$ cat src/design/crs_pkg.sv
// Shared types, widths and codes for the channel range scaler.
package crs_pkg;

  localparam int unsigned CHANNELS_DEF = 16;
  localparam int unsigned CHAN_W       = 5;
  localparam int unsigned DATA_W       = 16;
  localparam int unsigned FRAC_W       = 14;
  localparam int unsigned QUO_W        = 17;
  localparam int unsigned DIVD_W       = 32;

  typedef enum logic [1:0] {
    OP_SET = 2'd0,
    OP_OUT = 2'd1,
    OP_IN  = 2'd2,
    OP_NOP = 2'd3
  } op_e;

  typedef enum logic [1:0] {
    KIND_NONE = 2'd0,
    KIND_UNI  = 2'd1,
    KIND_BI   = 2'd2
  } kind_e;

  typedef enum logic [1:0] {
    ST_OK     = 2'd0,
    ST_SAT    = 2'd1,
    ST_REJECT = 2'd2,
    ST_EMPTY  = 2'd3
  } status_e;

  typedef struct packed {
    logic [1:0]        kind;
    logic [DATA_W-1:0] lo;
    logic [DATA_W-1:0] hi;
  } entry_t;

  typedef struct packed {
    logic              start;
    logic [DIVD_W-1:0] dividend;
    logic [DATA_W-1:0] divisor;
  } div_req_t;

  typedef struct packed {
    logic             done;
    logic [QUO_W-1:0] quotient;
  } div_rsp_t;

endpackage

$ cat src/design/crs_if.sv
// Valid/ready channel interfaces for request and result words.
interface crs_req_if;
  logic                              valid;
  logic                              ready;
  logic [1:0]                        operation;
  logic                              bank;
  logic [crs_pkg::CHAN_W-1:0]        channel;
  logic [1:0]                        range_kind;
  logic [crs_pkg::DATA_W-1:0]        range_low;
  logic [crs_pkg::DATA_W-1:0]        range_high;
  logic signed [crs_pkg::DATA_W-1:0] norm_in;
  logic [crs_pkg::DATA_W-1:0]        raw_in;

  modport source (
    output valid, operation, bank, channel, range_kind, range_low, range_high,
           norm_in, raw_in,
    input  ready
  );

  modport sink (
    input  valid, operation, bank, channel, range_kind, range_low, range_high,
           norm_in, raw_in,
    output ready
  );
endinterface

interface crs_rsp_if;
  logic                              valid;
  logic                              ready;
  logic [crs_pkg::DATA_W-1:0]        raw_out;
  logic signed [crs_pkg::DATA_W-1:0] norm_out;
  logic [1:0]                        status;

  modport source (
    output valid, raw_out, norm_out, status,
    input  ready
  );

  modport sink (
    input  valid, raw_out, norm_out, status,
    output ready
  );
endinterface

$ cat src/design/crs_div.sv
// Iterative restoring divider, one quotient bit per cycle.
module crs_div (
  input  logic              clk_i,
  input  logic              rst_ni,
  input  crs_pkg::div_req_t req_i,
  output crs_pkg::div_rsp_t rsp_o
);
  import crs_pkg::*;

  localparam int unsigned CNT_W = $clog2(QUO_W + 1);

  logic              busy_q, busy_d;
  logic [CNT_W-1:0]  cnt_q, cnt_d;
  logic [DATA_W-1:0] rem_q, rem_d;
  logic [DATA_W-1:0] dvs_q, dvs_d;
  logic [QUO_W-1:0]  num_q, num_d;
  logic [QUO_W-1:0]  quo_q, quo_d;
  logic [DATA_W:0]   trial;
  logic [DATA_W:0]   diff;
  logic              ge;

  always_comb begin
    trial  = {rem_q, num_q[QUO_W-1]};
    diff   = trial - {1'b0, dvs_q};
    ge     = trial >= {1'b0, dvs_q};
    busy_d = busy_q;
    cnt_d  = cnt_q;
    rem_d  = rem_q;
    dvs_d  = dvs_q;
    num_d  = num_q;
    quo_d  = quo_q;
    if (req_i.start) begin
      busy_d = 1'b1;
      cnt_d  = CNT_W'(QUO_W);
      rem_d  = DATA_W'(req_i.dividend[DIVD_W-1:QUO_W]);
      num_d  = req_i.dividend[QUO_W-1:0];
      dvs_d  = req_i.divisor;
      quo_d  = '0;
    end else if (busy_q) begin
      if (cnt_q != '0) begin
        rem_d = ge ? diff[DATA_W-1:0] : trial[DATA_W-1:0];
        quo_d = {quo_q[QUO_W-2:0], ge};
        num_d = num_q << 1;
        cnt_d = cnt_q - CNT_W'(1);
      end else begin
        busy_d = 1'b0;
      end
    end
  end

  always_ff @(posedge clk_i or negedge rst_ni) begin
    if (!rst_ni) begin
      busy_q <= 1'b0;
      cnt_q  <= '0;
    end else begin
      busy_q <= busy_d;
      cnt_q  <= cnt_d;
    end
  end

  always_ff @(posedge clk_i) begin
    rem_q <= rem_d;
    dvs_q <= dvs_d;
    num_q <= num_d;
    quo_q <= quo_d;
  end

  assign rsp_o.done     = busy_q && (cnt_q == '0);
  assign rsp_o.quotient = quo_q;

endmodule

$ cat src/design/channel_range_scaler.sv
// Range table and scaler: normalized <-> raw pulse width per channel.
// Set range, no-op, rejected or empty entries and far-out scale input go from accept
// through the calc and finish states; scale output adds a scaling state and scale
// input waits in a divide state for the 17-step divider. One word at a time: ready
// drops at accept and returns as the result enters the output register.
// Reset clears the per-entry valid flags, so every entry reads as kind none.
module channel_range_scaler #(
  parameter int unsigned CHANNELS = crs_pkg::CHANNELS_DEF
) (
  input  logic       clk_i,
  input  logic       rst_ni,
  crs_req_if.sink    req_i,
  crs_rsp_if.source  rsp_o
);
  import crs_pkg::*;

  localparam int unsigned DEPTH  = 2 * CHANNELS;
  localparam int unsigned ADDR_W = $clog2(DEPTH);
  localparam logic [DATA_W-1:0] RAW_MAX  = 16'hFFFF;
  localparam logic [DATA_W-1:0] NORM_MAX = 16'h7FFF;
  localparam logic [DATA_W-1:0] NORM_MIN = 16'h8000;
  localparam logic [QUO_W-1:0]  QNEG_LIM = 17'd32768;
  localparam logic [QUO_W-1:0]  QPOS_LIM = 17'd32767;

  typedef enum logic [4:0] {
    S_IDLE = 5'b00001,
    S_CALC = 5'b00010,
    S_SCL  = 5'b00100,
    S_DIV  = 5'b01000,
    S_FIN  = 5'b10000
  } state_e;

  state_e state_q, state_d;

  entry_t range_mem [DEPTH];
  logic [DEPTH-1:0] vld_q;
  entry_t           rd_q;
  logic             rd_vld_q;

  logic              req_acc;
  logic              in_range;
  logic [ADDR_W-1:0] addr;
  logic              wr_en;
  entry_t            wr_ent;

  logic [1:0]        op_q;
  logic              rej_q;
  logic [DATA_W-1:0] norm_q;
  logic [DATA_W-1:0] raw_q;

  entry_t                  ent;
  logic                    is_uni, is_bi;
  logic signed [DATA_W:0]  span;
  logic signed [DATA_W:0]  mul_a;
  logic signed [33:0]      prod;
  logic [30:0]             off;
  logic signed [DATA_W:0]  dif;
  logic signed [18:0]      d19, s19, nnum, nneg;
  logic [17:0]             nmag;
  logic [DATA_W-1:0]       smag;
  logic [DATA_W:0]         sneg;
  logic                    big;
  logic                    go_div;

  logic signed [33:0] prod_q, prod_d;
  logic [30:0]        off_q, off_d;
  logic               bip_q, bip_d;
  logic               qneg_q, qneg_d;

  logic signed [34:0] sum, adj, shv;
  logic [QUO_W-1:0]   qn;

  logic [DATA_W-1:0] raw_res_q, raw_res_d;
  logic [DATA_W-1:0] norm_res_q, norm_res_d;
  logic [1:0]        st_res_q, st_res_d;

  logic              out_vld_q, out_vld_d;
  logic [DATA_W-1:0] out_raw_q, out_raw_d;
  logic [DATA_W-1:0] out_norm_q, out_norm_d;
  logic [1:0]        out_st_q, out_st_d;
  logic              out_free;

  div_req_t div_req;
  div_rsp_t div_rsp;

  crs_div u_crs_div (
    .clk_i (clk_i),
    .rst_ni(rst_ni),
    .req_i (div_req),
    .rsp_o (div_rsp)
  );

  assign req_i.ready = (state_q == S_IDLE);
  assign req_acc     = req_i.valid && req_i.ready;
  assign in_range    = {1'b0, req_i.channel} < (CHAN_W + 1)'(CHANNELS);
  assign addr        = req_i.bank ? ADDR_W'(CHANNELS) + ADDR_W'(req_i.channel)
                                  : ADDR_W'(req_i.channel);
  assign wr_en       = req_acc && (req_i.operation == OP_SET) && in_range;
  assign wr_ent      = '{kind: req_i.range_kind, lo: req_i.range_low,
                         hi: req_i.range_high};

  always_ff @(posedge clk_i) begin
    if (wr_en) begin
      range_mem[addr] <= wr_ent;
    end
    if (req_acc) begin
      rd_q <= range_mem[addr];
    end
  end

  always_ff @(posedge clk_i or negedge rst_ni) begin
    if (!rst_ni) begin
      vld_q    <= '0;
      rd_vld_q <= 1'b0;
    end else begin
      if (wr_en) begin
        vld_q[addr] <= 1'b1;
      end
      if (req_acc) begin
        rd_vld_q <= vld_q[addr];
      end
    end
  end

  always_ff @(posedge clk_i) begin
    if (req_acc) begin
      op_q   <= req_i.operation;
      rej_q  <= !in_range;
      norm_q <= req_i.norm_in;
      raw_q  <= req_i.raw_in;
    end
  end

  always_comb begin
    ent    = rd_vld_q ? rd_q : '0;
    is_uni = (ent.kind == KIND_UNI);
    is_bi  = (ent.kind == KIND_BI);
    span   = $signed({1'b0, ent.hi}) - $signed({1'b0, ent.lo});
    mul_a  = is_bi ? $signed({norm_q[DATA_W-1], norm_q}) + 17'sd16384
                   : $signed({norm_q[DATA_W-1], norm_q});
    prod   = 34'(mul_a) * 34'(span);
    off    = is_bi ? {ent.lo, 15'd0} : {1'b0, ent.lo, 14'd0};
    dif    = $signed({1'b0, raw_q}) - $signed({1'b0, ent.lo});
    d19    = {{2{dif[DATA_W]}}, dif};
    s19    = {{2{span[DATA_W]}}, span};
    nnum   = is_bi ? (d19 <<< 1) - s19 : d19;
    nneg   = -nnum;
    nmag   = nnum[18] ? nneg[17:0] : nnum[17:0];
    sneg   = -span;
    smag   = span[DATA_W] ? sneg[DATA_W-1:0] : span[DATA_W-1:0];
    big    = {1'b0, nmag} >= {smag, 3'b000};
    qneg_d = nnum[18] ^ span[DATA_W];
    prod_d = prod;
    off_d  = off;
    bip_d  = is_bi;
    go_div = (state_q == S_CALC) && (op_q == OP_IN) && !rej_q && (is_uni || is_bi)
             && (span != '0) && !big;
  end

  assign div_req.start    = go_div;
  assign div_req.dividend = {nmag, FRAC_W'(0)};
  assign div_req.divisor  = smag;

  always_comb begin
    sum = $signed({prod_q[33], prod_q}) + $signed({4'b0000, off_q});
    adj = sum[34] ? sum + (bip_q ? 35'sd32767 : 35'sd16383) : sum;
    shv = bip_q ? (adj >>> 15) : (adj >>> 14);
    qn  = -div_rsp.quotient;
  end

  assign out_free = !out_vld_q || rsp_o.ready;

  always_comb begin
    state_d    = state_q;
    raw_res_d  = raw_res_q;
    norm_res_d = norm_res_q;
    st_res_d   = st_res_q;
    out_vld_d  = out_vld_q;
    out_raw_d  = out_raw_q;
    out_norm_d = out_norm_q;
    out_st_d   = out_st_q;

    if (out_vld_q && rsp_o.ready) begin
      out_vld_d = 1'b0;
    end

    unique case (state_q)
      S_IDLE: begin
        if (req_acc) begin
          state_d = S_CALC;
        end
      end
      S_CALC: begin
        raw_res_d  = '0;
        norm_res_d = '0;
        st_res_d   = ST_OK;
        state_d    = S_FIN;
        priority if (op_q == OP_NOP) begin
          st_res_d = ST_OK;
        end else if (rej_q) begin
          st_res_d = ST_REJECT;
        end else if (op_q == OP_SET) begin
          st_res_d = ST_OK;
        end else if (!(is_uni || is_bi)) begin
          st_res_d = ST_EMPTY;
        end else if (op_q == OP_OUT) begin
          state_d = S_SCL;
        end else if (span == '0) begin
          st_res_d = ST_EMPTY;
        end else if (big) begin
          norm_res_d = qneg_d ? NORM_MIN : NORM_MAX;
          st_res_d   = ST_SAT;
        end else begin
          state_d = S_DIV;
        end
      end
      S_SCL: begin
        if (shv[34]) begin
          raw_res_d = '0;
          st_res_d  = ST_SAT;
        end else if (|shv[33:DATA_W]) begin
          raw_res_d = RAW_MAX;
          st_res_d  = ST_SAT;
        end else begin
          raw_res_d = shv[DATA_W-1:0];
        end
        state_d = S_FIN;
      end
      S_DIV: begin
        if (div_rsp.done) begin
          if (qneg_q) begin
            if (div_rsp.quotient > QNEG_LIM) begin
              norm_res_d = NORM_MIN;
              st_res_d   = ST_SAT;
            end else begin
              norm_res_d = qn[DATA_W-1:0];
            end
          end else begin
            if (div_rsp.quotient > QPOS_LIM) begin
              norm_res_d = NORM_MAX;
              st_res_d   = ST_SAT;
            end else begin
              norm_res_d = div_rsp.quotient[DATA_W-1:0];
            end
          end
          state_d = S_FIN;
        end
      end
      S_FIN: begin
        if (out_free) begin
          out_vld_d  = 1'b1;
          out_raw_d  = raw_res_q;
          out_norm_d = norm_res_q;
          out_st_d   = st_res_q;
          state_d    = S_IDLE;
        end
      end
      default: begin
        state_d = S_IDLE;
      end
    endcase
  end

  always_ff @(posedge clk_i or negedge rst_ni) begin
    if (!rst_ni) begin
      state_q   <= S_IDLE;
      out_vld_q <= 1'b0;
    end else begin
      state_q   <= state_d;
      out_vld_q <= out_vld_d;
    end
  end

  always_ff @(posedge clk_i) begin
    if (state_q == S_CALC) begin
      prod_q <= prod_d;
      off_q  <= off_d;
      bip_q  <= bip_d;
      qneg_q <= qneg_d;
    end
    raw_res_q  <= raw_res_d;
    norm_res_q <= norm_res_d;
    st_res_q   <= st_res_d;
    out_raw_q  <= out_raw_d;
    out_norm_q <= out_norm_d;
    out_st_q   <= out_st_d;
  end

  assign rsp_o.valid    = out_vld_q;
  assign rsp_o.raw_out  = out_raw_q;
  assign rsp_o.norm_out = out_norm_q;
  assign rsp_o.status   = out_st_q;

endmodule

$ cat src/flat_wrapper.sv
// flat-port wrapper written by rule: the top's interface ports become plain ports
module channel_range_scaler_flat import crs_pkg::*;
#(
  parameter int unsigned CHANNELS = crs_pkg::CHANNELS_DEF
)
  (clk_i, rst_ni, req_i_valid, req_i_operation, req_i_bank, req_i_channel, req_i_range_kind, req_i_range_low, req_i_range_high, req_i_norm_in, req_i_raw_in, req_i_ready, rsp_o_valid, rsp_o_raw_out, rsp_o_norm_out, rsp_o_status, rsp_o_ready);
  crs_req_if req_i_i ();
  crs_rsp_if rsp_o_i ();
  input  logic clk_i;
  input  logic rst_ni;
  input wire logic [$bits(req_i_i.valid)-1:0] req_i_valid;
  input wire logic [$bits(req_i_i.operation)-1:0] req_i_operation;
  input wire logic [$bits(req_i_i.bank)-1:0] req_i_bank;
  input wire logic [$bits(req_i_i.channel)-1:0] req_i_channel;
  input wire logic [$bits(req_i_i.range_kind)-1:0] req_i_range_kind;
  input wire logic [$bits(req_i_i.range_low)-1:0] req_i_range_low;
  input wire logic [$bits(req_i_i.range_high)-1:0] req_i_range_high;
  input wire logic [$bits(req_i_i.norm_in)-1:0] req_i_norm_in;
  input wire logic [$bits(req_i_i.raw_in)-1:0] req_i_raw_in;
  output wire logic [$bits(req_i_i.ready)-1:0] req_i_ready;
  output wire logic [$bits(rsp_o_i.valid)-1:0] rsp_o_valid;
  output wire logic [$bits(rsp_o_i.raw_out)-1:0] rsp_o_raw_out;
  output wire logic [$bits(rsp_o_i.norm_out)-1:0] rsp_o_norm_out;
  output wire logic [$bits(rsp_o_i.status)-1:0] rsp_o_status;
  input wire logic [$bits(rsp_o_i.ready)-1:0] rsp_o_ready;
  assign req_i_i.valid = req_i_valid;
  assign req_i_i.operation = req_i_operation;
  assign req_i_i.bank = req_i_bank;
  assign req_i_i.channel = req_i_channel;
  assign req_i_i.range_kind = req_i_range_kind;
  assign req_i_i.range_low = req_i_range_low;
  assign req_i_i.range_high = req_i_range_high;
  assign req_i_i.norm_in = req_i_norm_in;
  assign req_i_i.raw_in = req_i_raw_in;
  assign req_i_ready = req_i_i.ready;
  assign rsp_o_valid = rsp_o_i.valid;
  assign rsp_o_raw_out = rsp_o_i.raw_out;
  assign rsp_o_norm_out = rsp_o_i.norm_out;
  assign rsp_o_status = rsp_o_i.status;
  assign rsp_o_i.ready = rsp_o_ready;
  channel_range_scaler #(.CHANNELS(CHANNELS)) u_core (.clk_i(clk_i), .rst_ni(rst_ni), .req_i(req_i_i), .rsp_o(rsp_o_i));
endmodule
$ cat config.mk
export PLATFORM = sky130hd
export DESIGN_NAME = channel_range_scaler_flat
export DESIGN_NICKNAME = d
export VERILOG_FILES = /design/src/design/crs_pkg.sv /design/src/design/crs_if.sv /design/src/design/crs_div.sv /design/src/design/channel_range_scaler.sv /design/src/flat_wrapper.sv
export SDC_FILE = /design/constraint.sdc
export NUM_CORES = 2
export LEC_CHECK = 0
export BUFFER_PORTS_ARGS = -buffer_cell sky130_fd_sc_hd__buf_2
export CAP_MARGIN = 20
export CORE_MARGIN = 3
export CORE_UTILIZATION = 64
export DETAILED_ROUTE_END_ITERATION = 8
export PLACE_DENSITY = 0.81
export SETUP_SLACK_MARGIN = 0.5
export SYNTH_ARGS = -nofsm -noshare
export SYNTH_HDL_FRONTEND = slang
export SYNTH_SLANG_ARGS = --single-unit
$ cat constraint.sdc
create_clock -name clk_i -period 9.96 [get_ports clk_i]
set_clock_uncertainty 0.2 [all_clocks]
set_input_delay 0.498 -clock clk_i [delete_from_list [all_inputs] [get_ports clk_i]]
set_output_delay 0.498 -clock clk_i [all_outputs]
set_load 0.05 [all_outputs]
==> results.txt <==
Input and output buffers added on the ports amount to 113. In the final design database the tool counted 5,224 nets. Post-CTS timing repair inserted 0 buffers for setup.

For the top achievable clock speed, the log shows 110.5 MHz. The die covers 0.1107 sq mm. Yosys attributes the largest share of cell area to sky130_fd_sc_hd__edfxtp_1, sky130_fd_sc_hd__mux4_2, sky130_fd_sc_hd__fa_1, sky130_fd_sc_hd__ha_1, sky130_fd_sc_hd__inv_1. Routability-driven placement finished with a final weighted congestion of 0.9269. In the final layout, flip-flops and latches occupy 0.04089 sq mm. The run gives 5,147 as the count of routing violations after the opening detailed-route iteration. The tools report the post-placement worst setup slack as 0.6821 ns.

The run gives 134 as the number of CTS-inserted buffers. The launch instance of the worst min-delay path was req_i_range_low[7]. The run gives 5,023 as the post-synth net total. STA classifies the critical path startpoint as a register. The first global-routing pass estimated 276.2 mm of wire. The clock net in this run drives a total of 1,375 sinks. Number of global-route vias before repair: 42,126.

At the worst endpoint, the required time is 10.23 ns. The run gives 3 as the number of buffers on the longest clock path. Setup violations remaining at the end of the flow were counted as 0. Setup repair after global routing left no endpoint under its margin. Grouping stages by cell kind, the critical path spends the most delay in adder cells. The number of I/O pins came out at 114. Summing over every cut layer, the via total after detailed routing is 41,398. The total grt overflow came out at 0. The class of the tightest hold or removal check is in -> reg.

For this configuration, the core starts out at a cell density of 64.69%. The slack of the critical path came out at 0.9098 ns. Yosys printed 0 warnings. The number of storage elements in the synthesis netlist is 1,375, and the worst reg-to-reg path cell count is 31. The largest net degree at the start of global routing is 103, and the floorplan core area is 0.1056 sq mm. On the critical path, the stage with the largest delay is an instance of sky130_fd_sc_hd__fa_1.

For the post-synthesis instance area, the log shows 0.06829 sq mm. In this run the critical register-to-register path is captured at u_core.prod_q[33]. For the finished layout, the period the worst path requires is 9.050 ns. The tools report the gate count after technology mapping as 4,453.

The number of antenna violations at the first check in global routing is 16. In this run, synthesis inferred 1,312 flip-flops with an integrated enable. In this run the critical register-to-register path is launched from u_core.rd_vld_q.

The synthesized area per cell works out to 15.34 sq um. The flow ran to the end, and the final reports show no timing, DRC or antenna violations. The number of core rows is 119. The fraction of synthesis flops using an asynchronous set or reset pin came out at 3.273%. After synthesis, the most frequently instantiated cells are sky130_fd_sc_hd__edfxtp_1, sky130_fd_sc_hd__inv_1, sky130_fd_sc_hd__fa_1, sky130_fd_sc_hd__mux4_2, sky130_fd_sc_hd__nand2_1.

The die is 332.7 um tall. Via-per-instance ratio: 6.729. The floorplan step set the die width to 332.7 um.

The most used flip-flop cell after synthesis is sky130_fd_sc_hd__edfxtp_1. For the overall global routing resource usage, the log shows 34.37%. The clock tree synthesis step divided the H-tree into 4 levels. The final critical path takes up 90.87% of the cycle. After legalization and detailed placement, the total HPWL measured 108.9 mm. For this run, the register share of the synthesized area comes to 59.87%.

The share of synthesized area in the top cell type comes to 57.69%. Dividing the detail-routed wire length by the instance count gives 30.45 um. The clock reaches the later pin of the worst-skew pair after 0.76 ns. The critical path contains buffers and inverters numbering 4 combined.

The number of max-slew violations in the final report is 0. The final count of hold timing violations was 0; the number of antenna-violating nets in the routed design was 0. For the final routed database, the setup TNS stands at 0 ns.

By startpoint and endpoint, the worst setup path is classified as reg -> reg. The synthesized design spends more area on one cell type than any other, namely sky130_fd_sc_hd__edfxtp_1. The clock tree root buffer cell was sky130_fd_sc_hd__clkbuf_16. STA classifies the critical path endpoint as a register.

The minimum setup slack among reg-to-reg paths was 0.91 ns; the clock transition at the registers of the reported paths was 0.07 ns. The total stage count of the critical path is 31, and the count of fill cells added during filler insertion is 6,386. For this block, the routed nets add up to 187.3 mm of wire. For the pin with the worst max-slew slack, the measured transition is 1.065 ns. The largest stage delay on the critical path was 0.59 ns. Measured against its own limit, the worst slew margin works out to 28.82%. In this run the worst path has a maximum fanout of 47. The most critical setup path has its endpoint at u_core.prod_q[33].

For the worst setup path, the data arrival time is 9.32 ns. The area growth from synthesis to layout was 10.83%. The tool flagged a number of max-cap violations equal to 0.

The netlist uses 89 different library cells. For this run, the detailed router's first-pass iteration total came to 6. The area of the multi-input gates is 0.02564 sq mm.

The most frequently used cell type in the post-synthesis netlist was sky130_fd_sc_hd__edfxtp_1. TritonCTS built the clock tree. Tracing the worst setup path back leads to its startpoint at u_core.rd_vld_q. Of the cells placed in the final design, the portion with a size suffix greater than 1 is 16.82%. The DRC violations left is 0. The cell that appears most often on the critical path is sky130_fd_sc_hd__fa_1.
[sequential cells by signal, indices dropped and copies added (netlist names), 2 cells and up]
| signal | count |
|---|---|
| u_core.u_crs_div.quo_q | 17 |
| u_core.prod_q | 34 |
| u_core.rd_q | 34 |
| u_core.norm_q | 16 |
| u_core.u_crs_div.num_q | 3 |
| u_core.vld_q | 32 |
| u_core.u_crs_div.dvs_q | 16 |
| u_core.norm_res_q | 16 |
| u_core.raw_q | 16 |
| u_core.u_crs_div.rem_q | 16 |
| u_core.off_q | 17 |
| u_core.rsp_o.norm_out | 16 |
| u_core.op_q | 2 |
| u_core.u_crs_div.cnt_q | 5 |
| u_core.state_q | 5 |
| u_core.st_res_q | 2 |
| u_core.raw_res_q | 16 |
| u_core.rsp_o.raw_out | 16 |
| u_core.rsp_o.status | 2 |
| u_core.range_mem | 1088 |
[per-stage QoR]
stage | instances | cell area [sq um] | util [%] | hold slack [ns]
2_1_floorplan | 4453 | 68290 | - | 0.002409
3_3_place_gp | 5859 | 70930 | 67.19 | 0.2018
3_5_place_dp | 5860 | 70950 | 67.21 | 0.2045
4_1_cts | 6145 | 75640 | 71.65 | 0.0002520
5_1_grt | 6147 | 75680 | 71.69 | 0.04406
6_report | 6152 | 75690 | 71.70 | 0.03488
[cells by family (layout without fill, tap and decap cells)]
kind of cell | after synthesis | in the layout | synth area share (%)
flip-flops | 1375 | 1375 | 59.87
buffers and inverters | 566 | 868 | 3.144
adder cells (fa/ha/maj) | 494 | 494 | 12.35
AND/OR/NAND/NOR | 948 | 948 | 6.955
multiplexers | 328 | 328 | 9.983
other | 0 | 6 | 0
XOR/XNOR | 146 | 146 | 1.904
AO/OA/AOI/OAI | 596 | 596 | 5.791
[worst min-delay path by stage]
stage | endpoint | slack, ns | cells past startpoint
floorplan | u_core.rd_vld_q | 0.002 | 0
global placement | u_core.rsp_o.norm_out[12] | 0.20 | 0
detailed placement | u_core.rsp_o.raw_out[7] | 0.20 | 0
CTS | u_core.range_mem[27][0] | 0.0003 | 1
global route | u_core.range_mem[9][20] | 0.04 | 1
finish | u_core.range_mem[21][23] | 0.03 | 1
[cell type report]
type / count / share of cell area, %
repair buffers: 246 / 2.316
multi-input cells: 2512 / 33.87
inverters: 385 / 1.911
diodes: 6 / 0.01984
clock buffers: 169 / 4.686
flip-flops and latches: 1375 / 54.02
well taps: 1391 / 2.299
clock inverters: 68 / 0.8761
[what timing repair did]
action / 4_1_cts / 5_1_grt
hold buffers: 48 / 0
endpoints found under the setup margin: 0 / 3
resized for setup: 0 / 5
endpoints found under the hold margin: 171 / 0
[routing by layer]
metal | up-vias | routed length [um] | GRT usage (%)
met5 | - | 240 | 0
met1 | 20725 | 64270 | 43.38
met3 | 665 | 20410 | 8.408
li1 | 17085 | - | -
met2 | 2907 | 92260 | 56.68
met4 | 16 | 10160 | 16.48
[placed cells by master (no fill, tap or decap), types with 22 or more instances in the layout]
cell                            instances
sky130_fd_sc_hd__fa_1                 301
sky130_fd_sc_hd__a31oi_1               23
sky130_fd_sc_hd__dfrtp_1               44
sky130_fd_sc_hd__clkbuf_1              31
sky130_fd_sc_hd__a22oi_1              139
sky130_fd_sc_hd__mux4_2               280
sky130_fd_sc_hd__mux2i_1               23
sky130_fd_sc_hd__xnor2_1               92
sky130_fd_sc_hd__nor2_1               160
sky130_fd_sc_hd__nor2b_1               41
sky130_fd_sc_hd__xor2_1                46
sky130_fd_sc_hd__buf_4                 80
sky130_fd_sc_hd__or3_1                 22
sky130_fd_sc_hd__nand2_1              279
sky130_fd_sc_hd__dlygate4sd3_1         48
sky130_fd_sc_hd__inv_1                381
sky130_fd_sc_hd__and2_1               108
sky130_fd_sc_hd__a21o_1                38
sky130_fd_sc_hd__o21ai_0              104
sky130_fd_sc_hd__or2_2                 48
sky130_fd_sc_hd__nor3_1                40
sky130_fd_sc_hd__a21oi_1              131
sky130_fd_sc_hd__nand2b_1              40
sky130_fd_sc_hd__ha_1                 190
sky130_fd_sc_hd__nand3_1               44
sky130_fd_sc_hd__buf_2                111
sky130_fd_sc_hd__clkbuf_16            136
sky130_fd_sc_hd__nor2_4                38
sky130_fd_sc_hd__clkinv_1              28
sky130_fd_sc_hd__nand4_1               48
sky130_fd_sc_hd__edfxtp_1            1312
Power is left out: the tool's default activity adds up to more than one toggle a clock period on the data nets, which glitch-free logic cannot reach.
